$ cat config.mk
export PLATFORM = sky130hd
export DESIGN_NAME = lzwsc_front_flat
export DESIGN_NICKNAME = d
export VERILOG_FILES = /design/src/lzwsc_pkg.sv /design/src/lzwsc_chan_if.sv /design/src/lzwsc_front.sv /design/src/flat_wrapper.sv
export SDC_FILE = /design/constraint.sdc
export NUM_CORES = 1
export LEC_CHECK = 0
export ABC_CLOCK_PERIOD_IN_PS = 2300
export BUFFER_PORTS_ARGS = -buffer_cell sky130_fd_sc_hd__clkbuf_2
export CAP_MARGIN = 20
export CORE_AREA = 2 2 39 41
export CTS_BUF_LIST = sky130_fd_sc_hd__clkbuf_2
export CTS_CLUSTER_SIZE = 8
export DETAILED_ROUTE_END_ITERATION = 10
export DIE_AREA = 0 0 41 43
export GPL_TIMING_DRIVEN = 0
export HOLD_SLACK_MARGIN = 0.05
export PLACE_DENSITY_LB_ADDON = 0.08
export SLEW_MARGIN = 40
export SYNTH_ARGS = -nofsm -noshare
export SYNTH_HDL_FRONTEND = slang
export SYNTH_SLANG_ARGS = --single-unit
$ cat constraint.sdc
create_clock -name clk -period 2.3 [get_ports clk]
set_input_delay 0.46 -clock clk [delete_from_list [all_inputs] [get_ports clk]]
set_output_delay 0.46 -clock clk [all_outputs]
set_load 0.01 [all_outputs]
$ cat src/lzwsc_pkg.sv
// shared types, constants and the phrase emit function
// no dependencies
package lzwsc_pkg;

    typedef struct packed {
        logic [7:0] data_byte;
        logic       end_of_stream;
    } in_item_t;

    typedef struct packed {
        logic [7:0] out_byte;
        logic       run_last;
        logic       stream_done;
    } out_item_t;

    // head of the queue between front and back
    typedef struct packed {
        logic     valid;
        in_item_t item;
    } qhead_t;

    localparam int CODE_W   = 22;
    localparam int PARENT_W = 23;
    localparam int KEY_W    = PARENT_W + 8;

    localparam logic [CODE_W-1:0]   CODE_CEILING     = 22'h3FFFFF;
    localparam logic [PARENT_W-1:0] LITERAL_PARENT   = 23'h400000;
    localparam logic [CODE_W-1:0]   SHORT_CODE_LIMIT = 22'd16383;
    localparam logic [31:0]         HASH_MULT        = 32'h9E3779B1;
    localparam logic [23:0]         LONG_MARK        = 24'hC00000;
    localparam logic [15:0]         SHORT_MARK       = 16'h8000;

    // phrase length classes
    localparam logic [1:0] CLS_NONE = 2'd0;
    localparam logic [1:0] CLS_ONE  = 2'd1;
    localparam logic [1:0] CLS_TWO  = 2'd2;
    localparam logic [1:0] CLS_LONG = 2'd3;

    typedef struct packed {
        logic [2:0][7:0] b;
        logic [1:0]      n;
    } emit_t;

    function automatic emit_t phrase_bytes(input logic [1:0] cls, input logic [7:0] fc,
                                           input logic [7:0] sc,
                                           input logic [CODE_W-1:0] code);
        emit_t      e;
        logic [23:0] v24;
        logic [15:0] v16;
        e   = '0;
        v24 = LONG_MARK | {2'b00, code & CODE_CEILING};
        v16 = SHORT_MARK | code[15:0];
        if (cls != CLS_LONG)
        begin
            e.b[0] = fc;
            e.b[1] = sc;
            e.n    = (cls == CLS_TWO) ? 2'd2 : 2'd1;
        end
        else if (code > SHORT_CODE_LIMIT)
        begin
            e.b[0] = v24[23:16];
            e.b[1] = v24[15:8];
            e.b[2] = v24[7:0];
            e.n    = 2'd3;
        end
        else
        begin
            e.b[0] = v16[15:8];
            e.b[1] = v16[7:0];
            e.n    = 2'd2;
        end
        return e;
    endfunction

endpackage

$ cat src/lzwsc_chan_if.sv
// valid/ready channel carrying one payload item
// payload type set per instance, types from lzwsc_pkg
interface lzwsc_chan_if #(parameter type T = logic [0:0]);
    logic valid;
    logic ready;
    T     payload;

    modport source (output valid, output payload, input ready);
    modport sink   (input valid, input payload, output ready);
endinterface

$ cat src/lzwsc_front.sv
// input side: accepts items into a two-entry queue
// depends on lzwsc_pkg and lzwsc_chan_if
module lzwsc_front (
    input  logic              clk,
    input  logic              rst_n,
    lzwsc_chan_if.sink        data_chan,
    input  logic              hold,
    input  logic              pop,
    output lzwsc_pkg::qhead_t head
);
    import lzwsc_pkg::*;

    in_item_t   q_reg [2];
    logic       wr_reg, wr_next;
    logic       rd_reg, rd_next;
    logic [1:0] cnt_reg, cnt_next;
    logic       push;

    // no intake while the dictionary is being cleared
    assign data_chan.ready = (cnt_reg != 2'd2) && !hold;
    assign push = data_chan.valid && data_chan.ready;

    always_comb
    begin
        wr_next  = push ? ~wr_reg : wr_reg;
        rd_next  = pop ? ~rd_reg : rd_reg;
        cnt_next = cnt_reg + {1'b0, push} - {1'b0, pop};
    end

    always_ff @(posedge clk or negedge rst_n)
    begin
        if (!rst_n)
        begin
            wr_reg  <= 1'b0;
            rd_reg  <= 1'b0;
            cnt_reg <= 2'd0;
        end
        else
        begin
            wr_reg  <= wr_next;
            rd_reg  <= rd_next;
            cnt_reg <= cnt_next;
        end
    end

    always_ff @(posedge clk)
    begin
        if (push)
            q_reg[wr_reg] <= data_chan.payload;
    end

    assign head.valid = (cnt_reg != 2'd0);
    assign head.item  = q_reg[rd_reg];
endmodule

$ cat src/flat_wrapper.sv
// flat-port wrapper written by rule: the top's interface ports become plain ports
module lzwsc_front_flat import lzwsc_pkg::*;
  (clk, rst_n, hold, pop, head, data_chan_valid, data_chan_payload, data_chan_ready);
  lzwsc_chan_if data_chan_i ();
  input  logic clk;
  input  logic rst_n;
  input  logic hold;
  input  logic pop;
  output lzwsc_pkg::qhead_t head;
  input wire logic [$bits(data_chan_i.valid)-1:0] data_chan_valid;
  input wire logic [$bits(data_chan_i.payload)-1:0] data_chan_payload;
  output wire logic [$bits(data_chan_i.ready)-1:0] data_chan_ready;
  assign data_chan_i.valid = data_chan_valid;
  assign data_chan_i.payload = data_chan_payload;
  assign data_chan_ready = data_chan_i.ready;
  lzwsc_front u_core (.clk(clk), .rst_n(rst_n), .data_chan(data_chan_i), .hold(hold), .pop(pop), .head(head));
endmodule
# Word-level counts from Yosys, hierarchy flattened

Memories as Yosys holds them, arrays and structs flattened.
Cells that the tools add are included.

Input bits: 6
Memories: 1
Bits in writable memories: 2
Register bits: 4
Output and inout port bits: 11

Memory list:

| name         | words | bits a word | rd ports | clocked after Yosys merged registers in | write ports | RTL line          | text |
|---|---|---|---|---|---|---|---|
| u_core.q_reg | 2     | 1           | 1        | 0                                       | 1           | lzwsc_front.sv:13 | `in_item_t q_reg [2];` |

$add $sub $neg: 2
Reductions and logical operators: 4
Bitwise operators: 2
Mux-type cells: 2
Equality and inequality tests: 1

Operator list:

| kind               | number |
|---|---|
| $add 2x1->2        | 1 |
| $logic_and 1x1->1  | 2 |
| $mux 1             | 2 |
| $ne 2x2->1 const B | 1 |
| $not 1->1          | 2 |
| $reduce_bool 2->1  | 1 |
| $sub 2x1->2        | 1 |
| $logic_not 1->1    | 1 |

# Depth between registers and ports, before layout

Gate-level depths: netlist of run 1.

Depth in word-level cells: 5
Depth in mapped cells: 6

# Least setup slack after synthesis of run 1

Ideal clock, no wire load.

Path kind: input -> register
Start: input pop
End: register u_core.cnt_reg[1]
Stages on the path: 5
Setup time: 124 ps
Arrival time: 1161 ps
Setup slack: 1015 ps
Path through: ha_1 -> inv_1 -> ha_1 -> xnor2_1 -> xnor2_1

Cells in the longest elaborated chain, start to end: 1

Ends and longest elaborated chain:

| item                   | RTL line          | text |
|---|---|---|
| from (decl)            | flat_wrapper.sv:8 | `input logic pop;` |
| $sub 2x1->2            | lzwsc_front.sv:27 | `cnt_next = cnt_reg + {1'b0, push} - {1'b0, pop};` |
| net u_core.cnt_next[1] | lzwsc_front.sv:16 | `logic [1:0] cnt_reg, cnt_next;` |
| to (signal assigned)   | lzwsc_front.sv:42 | `cnt_reg <= cnt_next;` |
| to (decl)              | lzwsc_front.sv:16 |  |

The timed path passes the listed nets, and every way through them passes these cells.
A chain may end at the register's enable or synchronous reset.

==> run summary, run 1 <==
Across the whole layout, storage elements account for 160.2 sq um. The post-CTS setup-driven buffer insertion count came out at 0. The switching power share of the total came out at 34.69%.

The clock network power share is 20.2%. The post-cts gate resize count came out at 0. The final cycle utilization of the critical path came out at 65.79%.

The register clock-pin slew on the reported worst setup and hold paths came out at 70 ps. Leaving out fill and tap cells, the most frequent cell in the layout is clkbuf_2. At the end of the flow the core is filled with cells to 34.54%.

STA classifies the critical path startpoint as a flip-flop. In this run the register-to-register setup slack is 1010 ps. The highest layer touched by signal routing is met4. The initial antenna violation count came out at 0. The total internal power came out at 288.3 uW.

The area added between synthesis and finish came out at 32.18%. The total vias in the final route is 225. The worst register-to-register path has a depth of 6. The critical path ends at head[0]. Per report_power, the sequential group accounts for 42.2% of the total. The row count came out at 14. The detail-routed via count per cell is 3.309. The multi-input logic area is 156.4 sq um. Wire segments on met2 add up to 382 um in the final route. The Yosys warning count is 0. The remaining routing DRC violations came out at 0. After synthesis the netlist holds a flip-flop and latch count of 6.

The number of instances in the synthesized netlist is 32. The routability-driven placement congestion ratio is 0.6268. The clock tree buffer depth is 2. The total global routing track utilization is 9.073%.

The total of max-cap violations came out at 0. The final count of pins violating max slew came out at 0. The first-pass iteration count of the detailed router is 4. The final routed wire length divided by cell count is 8.735 um.

The run finished with clean final reports. Setup repair after global routing left no endpoint under its margin. The leakage power of the design is 0.0002651 uW. CTS built an H-tree with a depth of 1.

Summed over all failing endpoints, the final setup total negative slack is 0 ps. Ranked by total cell area, the synthesized netlist is headed by dfrtp_1 28%, buf_4 17%, edfxtp_1 17%. Clock tree synthesis selected as its root buffer the cell clkbuf_2.

At the end of the flow, the number of nets in the layout was 61. The detail route stage leaves a number of antenna-violating nets equal to 0. The fraction of final layout cells sized beyond drive strength 1 is 44.23%. In this run the cell area of the synthesized design comes to 361.6 sq um. The filler cell count is 153. The clock period could shrink to 1513 ps. The core region is 0.001384 sq mm. TritonCTS built the clock tree. The worst register-to-register path begins at u_core.cnt_reg[0].

The violation count after the first detailed-route iteration is 1. The die covers 0.001763 sq mm. At the worst endpoint, the required time is 1840 ps. Summed over all nets, the half-perimeter wirelength after detailed placement is 528.1 um. For the final database, setup skew stands at 4.045 ps. The net switching power came out at 153.1 uW. The tightest min-delay check is of the primary input to flip-flop type. The final antenna diode count came out at 0. The number of buffers added to fix hold violations after cts came out at 1.

The kind of critical path is flip-flop to output port. The largest total area in the synthesized netlist belongs to dfrtp_1. The nature of the critical path endpoint is an output port. IR analysis of the VDD net gives a maximum drop of 0.0002045 V. The number of global-route vias before repair came out at 236.

The total power density per cell area came out at 923.7 mW/mm^2. The final setup violation count is 0. The portion of synthesized cell area occupied by the leading cell type is 27.68%. The aggregate global routing overflow came out at 0.

The count of endpoints failing hold in the final timing report came to 0. Summed over all nets, wire length on met3 after detailed routing comes to 22 um. The global-route wire length before repair came out at 952 um. The number of buffers created by CTS came out at 3. The critical path starts at u_core.rd_reg.

In this run the critical register-to-register path is captured at u_core.cnt_reg[1]. The pin count of the biggest net entering global routing is 5. The clock latency reported for the late side of the worst-skew pair is 230 ps. The routed length on met1 is 173 um. In this run the count of I/O pins placed on the die edge is 17. The total length of routed wires came out at 594 um. The endpoint arrival time on the critical path is 1050 ps. The average cell area after synthesis came out at 11.30 sq um.

The clock sink total is 6. In the layout the commonest cells are 12 x clkbuf_2, 8 x buf_4, 8 x conb_1. The achievable clock frequency came out at 660.8 MHz. The floorplan step set the die width to 41 um. The effective utilization at floorplan is 26.13%. The highest fanout seen on the critical path is 2. The worst hold path begins at data_chan_payload. After synthesis, flip-flops and latches occupy 44.29% of the total area.

The floorplan step set the die height to 43 um. In this run the tool buffered the top-level ports with 8 buffer cells. The combinational power share came out at 37.6%. The count of unique library cells instantiated by Yosys came out at 16.
cells in the mapped netlist:
| cell | number |
|---|---|
| a21oi_1 | 1 |
| and3_1 | 1 |
| buf_4 | 8 |
| conb_1 | 1 |
| dfrtp_1 | 4 |
| edfxtp_1 | 2 |
| ha_1 | 2 |
| inv_1 | 3 |
| mux2_1 | 1 |
| nand2_4 | 1 |
| nand2b_2 | 1 |
| nor2_1 | 1 |
| nor2b_4 | 1 |
| or2_1 | 1 |
| xnor2_1 | 3 |
| xor2_1 | 1 |
through the flow:
stage	cell area, sq um	power, uW	cells	setup WS [ps]	hold slack (ps)
after CTS	478.0	448.9	68	770.8	417.6
after global routing	478.0	486.5	68	716.5	398.3
after global placement	447.9	349.9	63	866.5	276.7
after floorplan	387.9	309.4	39	1015	164.4
final	478.0	441.5	68	786.7	424.3
after detailed placement	447.9	357.7	63	836.2	282.1
kinds of logic after synthesis:
group,Yosys count,synth area share [%]
and+or+nand+nor,6,13.84
other,1,1.037
buffers and inverters,11,19.72
AOI/OAI and AO/OA,1,1.383
adders and majority gates,2,6.919
muxes,1,3.114
DFF,6,44.29
xor gates and xnor gates,4,9.690
cell type report:
class | instances | share of cell area (%)
well taps | 16 | 4.188
repair buffers | 9 | 10.47
plain buffers | 8 | 12.57
inverters | 3 | 2.356
multi-input cells | 22 | 32.72
flip-flops and latches | 6 | 33.51
clock buffers | 4 | 4.188
how the worst min path moves through the flow:
stage,slack (ps),cells past startpoint,end
2_1_floorplan,160,0,u_core.cnt_reg[0]
3_3_place_gp,280,1,u_core.cnt_reg[1]
3_5_place_dp,280,1,u_core.cnt_reg[1]
4_1_cts,420,1,u_core.q_reg[1]
5_1_grt,400,1,u_core.q_reg[1]
6_report,420,1,u_core.q_reg[1]
worst max-delay path: stages, from the launching register on:
cell	delay, ps
dfrtp_1	400
mux2_1	310
clkbuf_2	130
power by group through the flow:
stage	clock network [uW]	logic (uW)	registers (uW)
final	89.1	166	186
after global routing	104	189	194
after detailed placement	0	168	190
after CTS	91.6	170	187
after floorplan	0	128	181
after global placement	0	163	187
layer usage:
| metal | global-route usage (%) | up-vias |
|---|---|---|
| met2 | 15.94 | 5 |
| met4 | 12.00 | 0 |
| met3 | 1.571 | 2 |
| met5 | 0 | - |
| met1 | 5.863 | 96 |
| li1 | - | 122 |
No activity file was read; power rests on OpenSTA's default activity.
==> run 2, diff against run 1 <==
ABC_AREA = 1   (was not set)
ABC_CLOCK_PERIOD_IN_PS = 1500   (was 2300)
clock period = 1.5 ns   (was 2.3 ns; I/O delays follow)
==> run 2 against run 1 <==
Effect of this change: clock skew grew 4.2 ps; utilization rose by 0.63 points; clock power rose by 50%; critical path depth unchanged; sequential share of layout area decreased by 0.60 points; non-clock buffer count stayed put; worst setup slack worse by 530 ps; final cell count increased by 18%; combinational power increased by 63%; critical path type unchanged; largest power group unchanged.
==> run summary, run 2 <==
Once detail routing completed, the nets flagged for antenna violations numbered 0. The post-cts gate resize count came out at 0. The clock sink total came out at 6. The number of I/O pins came out at 17. The horizontal extent of the die came out at 41 um.

The violation count after the first detailed-route iteration came out at 3. From synthesis to final layout, the design area changed by 31.42%. Setup slack on the worst reg-to-reg path comes out at 400 ps. The detailed placer's ending HPWL came out at 475.2 um. The Yosys warning count came out at 0.

In this run the vertical extent of the chip is 43 um. After detailed routing, the number of vias per cell comes to 3.475. The global-route wire length before repair came out at 807 um. The remaining routing DRC violations is 0.

The clock network power share came out at 19.8%. The register clock-pin slew on the reported worst setup and hold paths is 70 ps. The CTS tree is done. The sum of negative setup slack is 0 ps.

The initial antenna violation count is 0. After synthesis, the mean cell area works out to 8.417 sq um. The worst setup path is captured at an output port.

The count of endpoints failing hold in the final timing report came out at 0. The number of input and output port buffers inserted came out at 8. Detailed routing inserted a total of 278 vias.

The total die area came out at 0.001763 sq mm. The relative contribution of sequential cells to total power came out at 40.3%. The routability-driven placement congestion ratio is 0.6774. The total power density per cell area is 1390 mW/mm^2. The worst setup path is launched from a flip-flop. The fraction of final layout cells sized beyond drive strength 1 came out at 35.94%. The routed design has 565 um of wire. The number of instances in the synthesized netlist came out at 44. Counting the fill cells in the layout gives 155. The switching power share of the total is 38.32%.

The final count of pins violating max slew came out at 0. The internal portion of the total power is 417.3 uW. The worst-case clock skew came out at 8.208 ps. The total global routing track utilization came out at 7.287%. The clock root buffer is clkbuf_2.

The floorplan has 14 rows. After synthesis, the most frequently instantiated cells are 9 x inv_1, 9 x nand2_1, 8 x buf_4. The clock tree buffer depth is 2. The routed design could run at a clock period as short as 1239 ps. The total of max-cap violations is 0. The number of buffers added to fix hold violations after cts is 1.

The pin count of the biggest net entering global routing is 5. The aggregate global routing overflow is 0. The achievable clock frequency is 807.3 MHz. The flip-flop and latch count after synthesis is 6. The share of synthesized area in the top cell type comes to 27.03%. In the final routed layout, each cell accounts on average for 7.063 um. The library cells used most frequently in the layout, excluding fill and tap cells, are 12 x clkbuf_2, 9 x nand2_1, 9 x inv_1. The critical path is of the flip-flop to output port type.

Setup repair after global routing left no endpoint under its margin. The final layout contains 73 nets. The synthesized netlist occupies a cell area of 370.4 sq um.

CTS built an H-tree with a depth of 1. IR analysis of the VDD net gives a maximum drop of 0.0005782 V. The area of the core is 0.001384 sq mm. Yosys mapped a number of flops with a built-in enable equal to 2. Among all flip-flop cells after synthesis, the most frequent one is dfrtp_1. In this run the worst path has a maximum fanout of 4. The utilization of the core after routing is 35.17%. The run finished with clean final reports.

The sequential element share of the synthesized area is 43.24%. The clock latency reported for the late side of the worst-skew pair is 220 ps. The final cycle utilization of the critical path is 82.58%. The number of cells on the worst reg-to-reg path is 7.

The tightest min-delay check is of the primary input to flip-flop type. The combinational power share came out at 39.9%. The post-synthesis async set-or-reset flop share came out at 66.67%. The number of buffers created by CTS is 3. Counting instances, the worst hold path has a depth of 1. The endpoint arrival time on the critical path came out at 940 ps. The final setup violation count came out at 0. The count of unique library cells instantiated by Yosys is 16. The biggest area contributor in the post-synthesis netlist is dfrtp_1. The data required time at the worst endpoint came out at 1200 ps. The leakage power of the design came out at 0.0003011 uW.

The number of global-route vias before repair was 229. Sorting the synthesized cells by area gives the leading types as dfrtp_1 27%, buf_4 16%, edfxtp_1 16%. Leaving out fill and tap cells, the most frequent cell in the layout is clkbuf_2.

The final antenna diode count came out at 0. The net switching power is 259.3 uW. The post-CTS setup-driven buffer insertion count is 0.

The first-pass iteration count of the detailed router is 2. The effective utilization at floorplan came out at 26.76%.
run 2: path summary, 6_finish.rpt:
kind,from,to
worst max-delay path,u_core.cnt_reg[1],data_chan_ready
worst min register to register,u_core.wr_reg,u_core.wr_reg
worst max register to register,u_core.cnt_reg[0],u_core.cnt_reg[1]
max in group asynchronous,rst_n,u_core.wr_reg
min in group asynchronous,rst_n,u_core.rd_reg
worst min-delay path,data_chan_payload,u_core.q_reg[0]
run 2: cell type report:
type	count	area [sq um]	area share, %
sequential	6	160.2	32.90
tap	16	20.02	4.113
timing repair buffer	9	50.05	10.28
clock buffer	4	20.02	4.113
inverter	10	37.54	7.712
multi-input combinational	27	138.9	28.53
buffer	8	60.06	12.34
run 2: routing by layer:
metal | vias up | share of wire [%] | global-route usage [%] | wire length [um]
li1 | 158 | - | - | -
met1 | 110 | 47 | 7.921 | 268
met2 | 10 | 43 | 10.31 | 243
met3 | 0 | 9.2 | 6.283 | 52
met4 | 0 | 0 | 2.000 | 0
met5 | - | 0 | 0 | 0
run 2: kinds of logic (layout without fill, tap and decap cells):
| logic type | count (synthesis) | count (layout) | share of synthesized area, % |
|---|---|---|---|
| buffers and inverters | 18 | 31 | 26.35 |
| and+or+nand+nor | 14 | 14 | 17.57 |
| DFF | 6 | 6 | 43.24 |
| adders and majority gates | 2 | 2 | 6.756 |
| AOI/OAI and AO/OA | 2 | 2 | 2.700 |
| other | 1 | 8 | 1.013 |
| xor gates and xnor gates | 1 | 1 | 2.365 |
run 2: critical path, cell delays in order, from the launching register on:
cell and delay, ps:
dfrtp_1 410, a21oi_1 160, clkbuf_2 150
run 2: stage by stage:
stage | worst slack [ps] | std cells | total power, uW | hold WS (ps) | area, sq um
finish | 261.3 | 80 | 676.5 | 265.1 | 486.7
global route | 188.9 | 80 | 737.2 | 246.4 | 486.7
CTS | 239.7 | 80 | 688.1 | 255.8 | 486.7
detailed placement | 350.6 | 75 | 548.4 | 116.6 | 456.7
global placement | 348.5 | 75 | 547.4 | 117.8 | 456.7
floorplan | 443.0 | 51 | 469.6 | 4.409 | 396.6
run 2: power groups by stage:
stage                     Clock, uW  Sequential (uW)  Combinational, uW
after floorplan                   0              267                203
after global placement            0              277                270
after detailed placement          0              277                272
after CTS                       140              273                275
after global routing            148              280                309
final                           134              273                270
==> run 3, diff against run 2 <==
ABC_AREA = 0   (was 1)
ABC_CLOCK_PERIOD_IN_PS = 1300   (was 1500)
clock period = 1.3 ns   (was 1.5 ns; I/O delays follow)
==> run 3 against run 2 <==
Effect of this change: the run now ends with negative setup slack left; via count fell by 15%; sequential power rose by 26%; final area rose by 11%; worst setup slack got worse by 260 ps; global-route usage rose by 1.8 points; critical path type unchanged; first-iteration DRC count fell by 67%; non-clock buffer count rose by 2; total power rose by 41%; count of clock-buffer cells in the layout did not move; highest routed layer is now met4.
==> run summary, run 3 (same netlist as run 1, synthesis figures left out) <==
Power spread over the standard cell area amounts to 1761 mW/mm^2. The number of I/O pins came out at 17. The endpoint arrival time on the critical path came out at 1040 ps. In this run the critical register-to-register path is launched from u_core.cnt_reg[0]. The total overflow left after global routing is 0. The run finished, with violations left. In this run the worst setup path begins at u_core.rd_reg. The first global-routing pass estimated 945 um of wire. The final setup violation count came out at 1. The die is 43 um tall. The detailed placer's ending HPWL is 528.1 um. The total vias in the final route is 237. Clock skew on the completed layout was measured at 5.302 ps. The utilization of the core after routing came out at 39.15%. The number of buffers created by CTS came out at 3.

The clock tree buffer depth is 2. The final cycle utilization of the critical path is 100.2%. The total length of routed wires is 688 um.

Counting every sink on the clock net gives 6. The row count is 14. The final antenna diode count is 0. The number of cells on the worst hold path is 1. The worst-case setup margin in the final layout is -2.748 ps. The pre-antenna-repair detailed-routing pass consisted of 4 iterations. The sum of negative setup slack came out at -2.748 ps. The violation count after the first detailed-route iteration is 1. The remaining routing DRC violations is 0. The placed cell count is 63. For this design the static power due to leakage is 0.0002848 uW. The highest fanout seen on the critical path came out at 2. The total of max-cap violations is 0.

At the placement stage, the worst setup path has a slack of 4.096 ps. The peak supply drop is 0.0003936 V. The post-layout minimum cycle time is 1303 ps.

The initial antenna violation count is 0. The worst setup path is of the flip-flop to output port kind. Across the whole layout, storage elements account for 161.4 sq um.

In the layout the commonest cells are 10 x buf_4, 10 x clkbuf_2, 8 x conb_1. Clock-pin slew was measured on the worst setup and hold paths at 70 ps. Summing all multi-input logic gate instances after layout gives 197.7 sq um.

The number of global-route vias before repair is 229. Relative to the synthesized area, the layout overhead comes to 49.83%. The count of endpoints failing hold in the final timing report is 0. The pin count of the biggest net entering global routing came out at 5.

At the end of routability-driven placement, the weighted congestion stood at 0.6268. The checks that failed: negative setup slack. The non-filler instance count after layout is 70. In this run the critical register-to-register path is captured at u_core.cnt_reg[1]. Setup repair after global routing could not meet its margin everywhere. The worst hold path belongs to the class primary input to flip-flop. The worst setup path is launched from a flip-flop.

The filler cell count is 146. TritonCTS built the clock tree. The final count of pins violating max slew was 0. Static timing analysis puts the maximum clock frequency at 767.6 MHz.

The cell count of the worst reg-to-reg path is 6. The area of the core is 0.001384 sq mm. The initial utilization of the core area, before any placement, comes to 26.13%. The total die area is 0.001763 sq mm. From left edge to right edge, the die measures 41 um. The endpoint of the worst hold path is u_core.q_reg[1]. The maximum level of the CTS H-tree came out at 1.

The clock latency reported for the late side of the worst-skew pair came out at 230 ps. The final routed wire length divided by cell count came out at 9.829 um. The setup check on the worst reg-to-reg path leaves a slack of 50 ps.

The number of input and output port buffers inserted is 8. The power after layout came out at 953.8 uW. The clock root buffer is clkbuf_2.

Of the cells placed in the final design, the portion with a size suffix greater than 1 is 59.26%. The detail-routed via count per cell is 3.386. The number of nets in the finished design came out at 63. STA puts the critical path data required time at 1040 ps.

In the global route stage, overall resource usage came out at 9.073%. The origin of the worst min-delay path is data_chan_payload. The count of nets left with antenna violations after detail routing came out at 0.

The worst setup path is captured at an output port.
## run 3: final cells by class
type | instances | area share [%]
inverters | 3 | 2.079
repair buffers | 11 | 13.16
multi-input cells | 22 | 36.49
well taps | 16 | 3.695
clock buffers | 4 | 3.695
plain buffers | 8 | 11.09
flip-flops and latches | 6 | 29.79
## run 3: worst max-delay path, cell delays in order (launching register included)
cell and delay (ps):
dfrtp_1 400, mux2_4 310, buf_6 120
## run 3: how the worst max path moves through the flow
stage                        endpoint  cells after the start
detailed placement  u_core.cnt_reg[1]                      6
floorplan           u_core.cnt_reg[1]                      6
global placement    u_core.cnt_reg[1]                      6
CTS                           head[0]                      2
finish                        head[0]                      2
global route                  head[0]                      2
## run 3: routing by layer
layer	vias up	GRT usage, %	share of wire (%)
li1	126	-	-
met1	102	5.863	28
met2	7	15.94	66
met3	2	1.571	3.5
met4	0	12.00	2.3
met5	-	0	0
## run 3: through the flow
step / cell area, sq um / hold slack, ps
finish: 541.8 / 224.0
global route: 541.8 / 198.3
CTS: 498.0 / 217.6
detailed placement: 447.9 / 82.10
global placement: 447.9 / 76.73
floorplan: 387.9 / -35.59
## run 3: where the power goes
group          switching [uW]  internal (uW)  leakage, uW
sequential               67.6            275    0.0000639
clock                    75.7           81.7    0.0000166
combinational             186            268     0.000204
## run 3: what timing repair did
action / CTS / global route
endpoints found under the hold margin: 4 / 0
pin swaps: 2 / 3
setup buffers: 1 / 1
gates resized for setup: 4 / 8
hold buffers: 1 / 0
setup endpoints to repair: 2 / 3
